$ cat src/rtl/i4dp_pkg.sv
// i4dp_pkg: words, queue element and fixed-point constants of the int4 weight dot product
// depends on nothing; used by every module of the block

package i4dp_pkg;

  // fraction bits of the Q8.8 formats
  localparam int unsigned FRAC_BITS = 8;

  // widths of the datapath
  localparam int unsigned ACT_W = 16;
  localparam int unsigned WEIGHT_W = 4;
  localparam int unsigned PROD_W = 20;
  localparam int unsigned SUM_W = 32;
  localparam int unsigned SCALE_W = 16;
  localparam int unsigned SCALED_W = 48;

  // scale after reset, 1.0 in Q8.8
  localparam logic [SCALE_W-1:0] SCALE_RESET = 16'd256;

  // clip bounds of the 32-bit result
  localparam logic signed [SUM_W-1:0] SUM_MAX = 32'sh7fff_ffff;
  localparam logic signed [SUM_W-1:0] SUM_MIN = 32'sh8000_0000;

  // one input word
  typedef struct packed {
    logic signed [ACT_W-1:0] activation;
    logic [7:0]              packed_weights;
    logic                    high_half;
    logic                    last_element;
  } in_word_t;

  // one result word
  typedef struct packed {
    logic signed [SUM_W-1:0] dot_result;
    logic                    saturated;
  } out_word_t;

  // queue element: decoded product and end-of-row mark
  typedef struct packed {
    logic signed [PROD_W-1:0] product;
    logic                     last;
  } elem_t;

endpackage

$ cat src/rtl/int4_weight_dot_product.sv
// int4_weight_dot_product: top level of the int4 weight dot product
// depends on i4dp_pkg, i4dp_front, i4dp_queue, i4dp_back
//
//  channel  handshake               word
//  item     item_valid/item_stall   activation, packed_weights, high_half, last_element
//  result   result_valid/result_stall  dot_result, saturated
//  cfg      cfg_valid/cfg_ready     weight_scale (always ready)
//
// one input word per cycle while the queue has room; the front decodes and multiplies in the accept cycle
// a result is shown after its row's last word is taken and has gone through, in order,
// (queue pop with accumulate, scale multiply, round and clip into the output register)
// reset clears the accumulator, the queue and the stages, and sets weight_scale to 1.0
// item_stall rises when the QUEUE_DEPTH-word queue is full; result_stall backs up the stages

module int4_weight_dot_product #(
  parameter int QUEUE_DEPTH = 4  // 2 to 32
) (
  input  logic                           clk,
  input  logic                           rst,
  input  logic                           item_valid,
  output logic                           item_stall,
  input  i4dp_pkg::in_word_t             item,
  output logic                           result_valid,
  input  logic                           result_stall,
  output i4dp_pkg::out_word_t            result,
  input  logic                           cfg_valid,
  output logic                           cfg_ready,
  input  logic [i4dp_pkg::SCALE_W-1:0]   cfg_data
);

  logic [i4dp_pkg::SCALE_W-1:0] weight_scale;
  logic                         queue_full;
  logic                         push;
  i4dp_pkg::elem_t              push_elem;
  logic                         pop;
  logic                         head_valid;
  i4dp_pkg::elem_t              head_elem;

  // scale register
  assign cfg_ready = 1'b1;

  always_ff @(posedge clk) begin
    if (rst) begin
      weight_scale <= i4dp_pkg::SCALE_RESET;
    end else if (cfg_valid && cfg_ready) begin
      weight_scale <= cfg_data;
    end
  end

  i4dp_front u_front (
    .item_valid (item_valid),
    .item       (item),
    .queue_full (queue_full),
    .item_stall (item_stall),
    .push       (push),
    .push_elem  (push_elem)
  );

  i4dp_queue #(
    .DEPTH (QUEUE_DEPTH)
  ) u_queue (
    .clk        (clk),
    .rst        (rst),
    .push       (push),
    .push_elem  (push_elem),
    .pop        (pop),
    .full       (queue_full),
    .head_valid (head_valid),
    .head_elem  (head_elem)
  );

  i4dp_back u_back (
    .clk          (clk),
    .rst          (rst),
    .weight_scale (weight_scale),
    .head_valid   (head_valid),
    .head_elem    (head_elem),
    .pop          (pop),
    .result_valid (result_valid),
    .result_stall (result_stall),
    .result       (result)
  );

endmodule

$ cat src/rtl/i4dp_front.sv
// i4dp_front: takes input words, picks and decodes the weight nibble, forms the product
// depends on i4dp_pkg; feeds i4dp_queue

module i4dp_front (
  input  logic             item_valid,
  input  i4dp_pkg::in_word_t item,
  input  logic             queue_full,
  output logic             item_stall,
  output logic             push,
  output i4dp_pkg::elem_t  push_elem
);

  logic [i4dp_pkg::WEIGHT_W-1:0]      nibble;
  logic signed [i4dp_pkg::PROD_W-1:0] act_ext;
  logic signed [i4dp_pkg::PROD_W-1:0] weight_ext;

  // accept whenever the queue has room
  assign item_stall = queue_full;
  assign push       = item_valid && !queue_full;

  // nibble select and two's complement decode
  assign nibble     = item.high_half ? item.packed_weights[7:4] : item.packed_weights[3:0];
  assign act_ext    = i4dp_pkg::PROD_W'(item.activation);
  assign weight_ext = i4dp_pkg::PROD_W'($signed(nibble));

  // product is exact in 20 bits
  assign push_elem.product = act_ext * weight_ext;
  assign push_elem.last    = item.last_element;

endmodule

$ cat src/rtl/i4dp_queue.sv
// i4dp_queue: short queue of decoded products between front and back
// depends on i4dp_pkg

module i4dp_queue #(
  parameter int DEPTH = 4
) (
  input  logic            clk,
  input  logic            rst,
  input  logic            push,
  input  i4dp_pkg::elem_t push_elem,
  input  logic            pop,
  output logic            full,
  output logic            head_valid,
  output i4dp_pkg::elem_t head_elem
);

  localparam int PTR_W = $clog2(DEPTH);
  localparam int CNT_W = $clog2(DEPTH + 1);

  i4dp_pkg::elem_t mem [DEPTH];
  logic [PTR_W-1:0] wr_ptr;
  logic [PTR_W-1:0] rd_ptr;
  logic [CNT_W-1:0] count;

  assign full       = (count == CNT_W'(DEPTH));
  assign head_valid = (count != '0);
  assign head_elem  = mem[rd_ptr];

  // storage
  always_ff @(posedge clk) begin
    if (push) begin
      mem[wr_ptr] <= push_elem;
    end
  end

  // pointers and fill count
  always_ff @(posedge clk) begin
    if (rst) begin
      wr_ptr <= '0;
      rd_ptr <= '0;
      count  <= '0;
    end else begin
      if (push) begin
        wr_ptr <= (wr_ptr == PTR_W'(DEPTH - 1)) ? '0 : wr_ptr + 1'b1;
      end
      if (pop) begin
        rd_ptr <= (rd_ptr == PTR_W'(DEPTH - 1)) ? '0 : rd_ptr + 1'b1;
      end
      if (push && !pop) begin
        count <= count + 1'b1;
      end else if (pop && !push) begin
        count <= count - 1'b1;
      end
    end
  end

  // no write into a full queue, no read from an empty one
  a_no_overflow: assert property (@(posedge clk) disable iff (rst) !(push && full))
    else $error("queue written while full");
  a_no_underflow: assert property (@(posedge clk) disable iff (rst) pop |-> head_valid)
    else $error("queue read while empty");
  a_count_track: assert property (@(posedge clk) disable iff (rst)
    (push && !pop) |=> count == $past(count) + 1'b1)
    else $error("fill count lost a write");

endmodule

$ cat src/rtl/i4dp_back.sv
// i4dp_back: accumulates products, scales the row sum, rounds and clips the result
// depends on i4dp_pkg; reads from i4dp_queue

module i4dp_back (
  input  logic                           clk,
  input  logic                           rst,
  input  logic [i4dp_pkg::SCALE_W-1:0]   weight_scale,
  input  logic                           head_valid,
  input  i4dp_pkg::elem_t                head_elem,
  output logic                           pop,
  output logic                           result_valid,
  input  logic                           result_stall,
  output i4dp_pkg::out_word_t            result
);

  localparam int SHIFT_W = i4dp_pkg::SCALED_W - i4dp_pkg::FRAC_BITS;
  localparam logic signed [i4dp_pkg::SCALED_W-1:0] ROUND_BIAS =
    i4dp_pkg::SCALED_W'(1) << (i4dp_pkg::FRAC_BITS - 1);

  logic signed [i4dp_pkg::SUM_W-1:0]    acc;
  logic signed [i4dp_pkg::SUM_W:0]      acc_wide;
  logic signed [i4dp_pkg::SUM_W-1:0]    acc_clip;

  logic                                 m_valid;
  logic signed [i4dp_pkg::SUM_W-1:0]    m_sum;
  logic signed [i4dp_pkg::SCALED_W:0]   mult_full;

  logic                                 p_valid;
  logic signed [i4dp_pkg::SCALED_W-1:0] p_prod;
  logic signed [i4dp_pkg::SCALED_W-1:0] rounded;
  logic signed [SHIFT_W-1:0]            shifted;
  logic                                 out_over;

  logic                                 out_load;
  logic                                 p_load;
  logic                                 pop_last;

  // stage handshakes, output side first
  assign out_load = p_valid && (!result_valid || !result_stall);
  assign p_load   = m_valid && (!p_valid || out_load);
  assign pop      = head_valid && (!head_elem.last || !m_valid || p_load);
  assign pop_last = pop && head_elem.last;

  // saturating accumulate
  assign acc_wide = (i4dp_pkg::SUM_W + 1)'(acc) + (i4dp_pkg::SUM_W + 1)'(head_elem.product);
  always_comb begin
    if (acc_wide[i4dp_pkg::SUM_W] != acc_wide[i4dp_pkg::SUM_W-1]) begin
      acc_clip = acc_wide[i4dp_pkg::SUM_W] ? i4dp_pkg::SUM_MIN : i4dp_pkg::SUM_MAX;
    end else begin
      acc_clip = acc_wide[i4dp_pkg::SUM_W-1:0];
    end
  end

  always_ff @(posedge clk) begin
    if (rst) begin
      acc <= '0;
    end else if (pop) begin
      acc <= head_elem.last ? '0 : acc_clip;
    end
  end

  // row sum stage
  always_ff @(posedge clk) begin
    if (rst) begin
      m_valid <= 1'b0;
    end else if (pop_last) begin
      m_valid <= 1'b1;
    end else if (p_load) begin
      m_valid <= 1'b0;
    end
  end

  always_ff @(posedge clk) begin
    if (pop_last) begin
      m_sum <= acc_clip;
    end
  end

  // scale multiply stage
  assign mult_full = m_sum * $signed({1'b0, weight_scale});

  always_ff @(posedge clk) begin
    if (rst) begin
      p_valid <= 1'b0;
    end else if (p_load) begin
      p_valid <= 1'b1;
    end else if (out_load) begin
      p_valid <= 1'b0;
    end
  end

  always_ff @(posedge clk) begin
    if (p_load) begin
      p_prod <= mult_full[i4dp_pkg::SCALED_W-1:0];
    end
  end

  // round half up, drop fraction, clip to 32 bits
  assign rounded  = p_prod + ROUND_BIAS;
  assign shifted  = rounded[i4dp_pkg::SCALED_W-1:i4dp_pkg::FRAC_BITS];
  assign out_over = (shifted[SHIFT_W-1:i4dp_pkg::SUM_W-1] != '0) &&
                    (shifted[SHIFT_W-1:i4dp_pkg::SUM_W-1] != '1);

  always_ff @(posedge clk) begin
    if (rst) begin
      result_valid <= 1'b0;
    end else if (out_load) begin
      result_valid <= 1'b1;
    end else if (!result_stall) begin
      result_valid <= 1'b0;
    end
  end

  always_ff @(posedge clk) begin
    if (out_load) begin
      result.saturated <= out_over;
      if (out_over) begin
        result.dot_result <= shifted[SHIFT_W-1] ? i4dp_pkg::SUM_MIN : i4dp_pkg::SUM_MAX;
      end else begin
        result.dot_result <= shifted[i4dp_pkg::SUM_W-1:0];
      end
    end
  end

  // a flagged result sits on a clip bound
  a_sat_bound: assert property (@(posedge clk) disable iff (rst)
    (result_valid && result.saturated) |->
      (result.dot_result == i4dp_pkg::SUM_MAX || result.dot_result == i4dp_pkg::SUM_MIN))
    else $error("saturated flag without clipped value");
  // the end of a row clears the accumulator
  a_row_clear: assert property (@(posedge clk) disable iff (rst) pop_last |=> acc == '0)
    else $error("accumulator not cleared after row end");
  // a held product is not lost while the output waits
  a_p_hold: assert property (@(posedge clk) disable iff (rst)
    (p_valid && !out_load) |=> (p_valid && $stable(p_prod)))
    else $error("scaled product dropped while output stalled");

endmodule
$ cat config.mk
export PLATFORM = sky130hd
export DESIGN_NAME = int4_weight_dot_product
export DESIGN_NICKNAME = d
export VERILOG_FILES = /design/src/rtl/i4dp_pkg.sv /design/src/rtl/int4_weight_dot_product.sv /design/src/rtl/i4dp_front.sv /design/src/rtl/i4dp_queue.sv /design/src/rtl/i4dp_back.sv
export SDC_FILE = /design/constraint.sdc
export NUM_CORES = 2
export LEC_CHECK = 0
export BUFFER_PORTS_ARGS = -buffer_cell sky130_fd_sc_hd__buf_2
export CORE_MARGIN = 8
export CORE_UTILIZATION = 39
export CTS_BUF_LIST = sky130_fd_sc_hd__clkbuf_4
export DETAILED_ROUTE_END_ITERATION = 8
export SYNTH_ARGS = -nofsm -noshare
export SYNTH_HDL_FRONTEND = slang
export SYNTH_HIERARCHICAL = 1
export SYNTH_SLANG_ARGS = --single-unit
$ cat constraint.sdc
create_clock -name clk -period 11.1 [get_ports clk]
set_input_delay 1.11 -clock clk [delete_from_list [all_inputs] [get_ports clk]]
set_output_delay 1.11 -clock clk [all_outputs]
set_load 0.005 [all_outputs]
### After elaboration in Yosys (flattened, before gate mapping)

Memories as Yosys holds them, arrays and structs flattened. A register that Yosys moved wholly into a read port is not among the register bits.
Cells that the tools add are included.

* bits in writable memories: 84
* bits in registers: 171
* memories kept: 1
* bits of input ports: 47
* output and inout port bits: 36
* word-level logic and storage cells: 72

* equal/unequal tests: 6
* $mul: 2
* add/sub/neg operators: 6
* multiplexer cells: 20
* reductions and logical operators: 25

Memories
* u_queue.mem: words 4, width 21, rd ports 1, clocked after Yosys merged registers in 1, write ports 1, line i4dp_queue.sv:20 `i4dp_pkg::elem_t mem [DEPTH];`

Operator list (count)
* two-way mux 32 bit: 5
* adder 48 x 9 -> 48 bit, second input constant: 1
* multiplier 32 x 17 -> 48 bit: 1
* adder 32 x 20 -> 33 bit: 1
* multiplier 16 x 4 -> 20 bit: 1
* != test 9 bit, second input constant: 1
* nonzero test 9 bit: 1
* logical AND 1 bit: 8
* logical NOT 1 bit: 8
* two-way mux 1 bit: 8
* two-way mux 2 bit: 4
* two-way mux 3 bit: 2
* nonzero test 2 bit: 3
* adder 2 x 1 -> 2 bit, second input constant: 2
* == test 2 bit, second input constant: 2
* logical OR 1 bit: 4
* two-way mux 4 bit: 1
* adder 3 x 1 -> 3 bit, second input constant: 1
* == test 3 bit, second input constant: 1
* nonzero test 3 bit: 1
* subtractor 3 x 1 -> 3 bit, second input constant: 1
* != test 2 x 1 -> 1 bit, second input constant: 1
* != test 1 bit: 1

### Logic depth before layout (Yosys ltp)

* depth after elaboration: 10
* depth in mapped cells: 26
* gate-level depth less buffers: 24

### By module

The synthesis kept the hierarchy.

By module, submodules not included
* i4dp_back: area each 25101.6 µm², cells an instance 2711, instances 1
* i4dp_queue: area each 3473.3 µm², cells an instance 153, instances 1
* i4dp_front: area each 2342.2 µm², cells an instance 266, instances 1
* int4_weight_dot_product: area each 593.1 µm², cells an instance 54, instances 1

### Least setup slack after synthesis

Ideal clock, no wire load.

* path type: reg-to-reg
* from: register u_back/m_sum[11] in the netlist's numbering
* to: register u_back/p_prod[31] in the netlist's numbering, data pin
* cell stages (with the launch flop): 23
* period minus slack after synthesis: 6300 ps
* setup slack: 4800 ps
* arrival time: 6133 ps
* cell sequence: edfxtp_1 clkbuf_1 and2_1 fa_1 inv_1 fa_1 fa_1 inv_1 fa_1 fa_1 inv_1 fa_1 inv_1 ha_1 a211oi_1 nor2_1 nor3_1 a31oi_1 a31o_2 a221oi_4 o21bai_1 or2_0 a221oi_2

* longest elaborated chain between the ends: 1

RTL lines
* start, declared: line i4dp_back.sv:25 `logic signed [i4dp_pkg::SUM_W-1:0] m_sum;`
* start signal, assigned: line i4dp_back.sv:75 `m_sum <= acc_clip;`
* multiplier 32 x 17 -> 48 bit: line i4dp_back.sv:80 `assign mult_full = m_sum * $signed({1'b0, weight_scale});`
* net u_back.mult_full (one bit): line i4dp_back.sv:26 `logic signed [i4dp_pkg::SCALED_W:0] mult_full;`
* end signal, assigned: line i4dp_back.sv:94 `p_prod <= mult_full[i4dp_pkg::SCALED_W-1:0];`
* end, declared: line i4dp_back.sv:29 `logic signed [i4dp_pkg::SCALED_W-1:0] p_prod;`

The timed path passes the listed nets, and every way through them passes these cells.
A chain may end at the register's enable or synchronous reset.

### Final worst setup path

* from: register weight_scale[6] in the netlist's numbering
* to: register u_back/p_prod[35] in the netlist's numbering, data pin

* longest elaborated chain between the ends: 1

RTL lines
* start, declared: line int4_weight_dot_product.sv:31 `logic [i4dp_pkg::SCALE_W-1:0] weight_scale;`
* start signal, assigned: line int4_weight_dot_product.sv:44 `weight_scale <= i4dp_pkg::SCALE_RESET;`
* start signal, assigned: line int4_weight_dot_product.sv:46 `weight_scale <= cfg_data;`
* multiplier 32 x 17 -> 48 bit: line i4dp_back.sv:80
* net u_back.mult_full (one bit): line i4dp_back.sv:26

The timed path passes the listed nets, and every way through them passes these cells.

==> summary.md <==
| Metric | Value |
|---|---|
| Outcome | `completed` |
| TNS Setup | `0 ns` |
| TritonCTS clock tree | `done` |
| Final setup viols | `0` |
| Reg2reg start | `weight_scale[6]` |
| CP max-delay cell | `dfxtp_1` |
| Slew @ Worst Pin | `1.17 ns` |
| Largest net degree at the start of global routing | `42` |
| Post-detail-place hpwl | `55600 um` |
| Routability Congestion | `0.855` |
| Initial antenna violation count | `2` |
| Max-cap violations | `0` |
| Wire length of the first global-routing pass | `121000 um` |
| Layout Nets | `3977` |
| Max clock buf depth | `3` |
| Yosys cell types | `90` |
| Critical Path Most Common Cell | `fa_1` |
| Register area share after synthesis | `21.9%` |
| Vias in the first global route | `23400` |
| Clk pin slew, worst setup/hold paths | `0.06 ns` |
| Vias | `21300` |
| Share of cells above drive strength 1 | `8.97%` |
| Post-synth EDFFs | `190` |
| Die height | `300 um` |
| Final min period | `7.13 ns` |
| RSZ-0062 raised after global routing | `no` |
| Flops & latches, synth | `250` |
| Die X | `300 um` |
| HP Class | `reg -> reg` |
| I/O pin cnt | `83` |
| CP arrival | `7.66 ns` |
| Postcts setup bufs | `0` |
| Yosys warning count | `6` |
| CP max FO | `33` |
| Post-DR vias/cell | `4.91` |
| Critical Path, Cell by Cell | `and2_1 > fa_1 > inv_1 > fa_1 > fa_1 > inv_1 > fa_1 > fa_1 > inv_1 > fa_1 > inv_1 > ha_1 > a211oi_1 > nor2_1 > nor3_1 > o31ai_2 > a2111oi_0 > o21bai_1 > a21oi_1 > o21ai_0 > xor2_1` |
| Final ANT Viol Nets | `0` |
| Syn avg cell area | `9.90 um2` |
| Placed Cells | `4215` |
| Final setup skew | `0.0794 ns` |
| Final WL | `71000 um` |
| Fin crit share | `64.3%` |
| # DRC | `0` |
| Slew headroom | `22.1%` |
| Root Driver | `clkbuf_4` |
| Final hold violations | `0` |
| Critical Path Sink Type | `flip-flop` |
| Routed len/inst | `16.3 um` |
| Clock Latency Late Sink | `0.82 ns` |
| Min Hold Slack | `0.459 ns` |
| CP Launch Point | `weight_scale[6]` |
| Synth Instances | `3184` |
| Grt ovf | `0` |
| Worst path max stage delay | `1.07 ns` |
| Max Freq | `140 MHz` |
| Post-CTS Hold Fix Bufs | `0` |
| Finished Layout Cells | `4344` |
| PortBufs | `81` |
| Worst R2R End | `u_back/p_prod[35]` |
| Critical Path RT | `11.63 ns` |
| DRT iter0 DRCs | `1033` |
| Worst reg2reg setup slack | `3.97 ns` |
| Yosys top cell by area | `fa_1` |
| Max H-tree Level | `3` |
| GRT Util Overall | `16.3%` |
| Critical path type | `reg -> reg` |
| Number of buffers created by CTS | `69` |
| Area Growth Syn to Fin | `7.02%` |
| Post-CTS Resized | `0` |
| DR pass1 iterations | `5` |
| DIE AREA | `90100 um2` |
| Top_reg_cell synth | `edfxtp_1` |
| Syn Nets | `3935` |
| WHS Path Cells | `2` |
| Hold endpoint | `u_back/acc[4]` |
| Synth top area cells | `fa_1 (33%), edfxtp_1 (18%), ha_1 (7.4%)` |
| Clk sinks | `250` |
| Max-slew violations | `0` |
| Initial core utilization | `39.2%` |
| FP Rows | `104` |
| Min-Delay Startpoint | `u_back/acc[4]` |
| Startpoint types | `flip-flop` |
| Reg2Reg Depth | `21` |
| Post-synth top area share | `32.8%` |
| Core Box Area | `80300 um2` |
| Async S/R FF share, synth | `0%` |
| Cell area after synthesis | `31500 um2` |
-- metrics by stage --
| step | cell area, um2 | setup WS, ns | utilization, % |
|---|---|---|---|
| 2_1_floorplan | 31500 | 4.80 | - |
| 3_3_place_gp | 32800 | 3.99 | 40.9 |
| 3_5_place_dp | 32800 | 3.90 | 40.9 |
| 4_1_cts | 33700 | 3.91 | 42.0 |
| 5_1_grt | 33700 | 3.56 | 42.0 |
| 6_report | 33700 | 3.97 | 42.0 |
-- area by class of cell --
cell class / count / area (um2)
Antenna cell: 6 / 15.0
Clock buffer: 104 / 781
Clock inverter: 19 / 93.8
Fill cell: 7885 / 46600
Inverter: 598 / 2240
Multi-Input combinational cell: 2199 / 21700
Sequential cell: 250 / 6910
Tap cell: 1060 / 1330
Timing Repair Buffer: 108 / 608
-- registers in the layout (all words and copies together), names as in the netlist, named ones only --
signal	count
u_queue/count	3
u_back/m_sum	32
u_back/p_valid	1
u_back/m_valid	1
u_back/p_prod	41
u_queue/mem	84
u_back/result	33
u_back/acc	32
u_queue/rd_ptr	2
u_queue/wr_ptr	2
u_back/result_valid	1
weight_scale	16
-- cell usage after synthesis (7+ instances only) --
master    number
inv_1        598
fa_1         517
nand2_1      370
and2_1       240
edfxtp_1     190
ha_1         187
nor2_1       144
a21oi_1      114
clkbuf_1     105
o21ai_0       79
xnor2_1       79
dfxtp_1       60
nor2b_1       54
xor2_1        47
a21o_1        37
nand3_1       28
mux2i_1       27
nand4_1       23
nor3_1        22
o21bai_1      22
mux4_2        20
buf_2         16
and3_1        13
o21a_1        12
and4_1        11
a211oi_1      10
a31oi_1       10
nand2b_1      10
buf_6          8
a221o_1        7
and2b_1        7
-- routing by layer --
metal	global-route usage, %	routed length (um)	up-vias
li1	-	-	10100
met5	0	0	-
met4	3.68	1140	0
met1	21.8	32500	10600
met3	3.66	4300	89
met2	27.1	33000	493
-- worst max-delay path by stage --
stage	slack, ns	depth (start not counted)	endpoint
5_1_grt	3.56	21	u_back/p_prod[35]
3_5_place_dp	3.90	21	u_back/p_prod[35]
2_1_floorplan	4.80	22	u_back/p_prod[31]
4_1_cts	3.91	21	u_back/p_prod[35]
6_report	3.97	21	u_back/p_prod[35]
3_3_place_gp	3.99	21	u_back/p_prod[35]
-- cells by family (layout without fill, tap and decap cells) --
logic type,Yosys count,after routing,synth area share [%]
adders and majority gates,704,704,40.3
other,1,7,0.0119
AOI/OAI and AO/OA,361,361,7.63
and+or+nand+nor,956,956,15.0
DFF,250,250,21.9
muxes,51,51,2.54
buffers and inverters,735,829,9.14
xor gates and xnor gates,126,126,3.50
-- critical path: cells and delay by family, from the launching register on --
family                   cells  cell delay, ns
AND/OR/NAND/NOR              3            0.73
AO/OA/AOI/OAI                6            1.56
flip-flops                   1            1.07
adder cells (fa/ha/maj)      7            3.15
XOR/XNOR                     1            0.15
buffers and inverters        4            0.22
-- cells in the final DEF (no fill, tap or decap), types with 22 or more instances in the layout --
cell type and count:
a21o_1 37, a21oi_1 114, and2_1 240, buf_2 81, buf_4 27, clkbuf_4 104, dfxtp_1 60, edfxtp_1 190
fa_1 517, ha_1 187, inv_1 598, mux2i_1 27, nand2_1 370, nand3_1 28, nand4_1 23, nor2_1 143
nor2b_1 53, nor3_1 22, o21ai_0 79, o21bai_1 22, xnor2_1 79, xor2_1 47
Power is left out: the tool's default activity adds up to more than one toggle a clock period on the data nets, which glitch-free logic cannot reach.
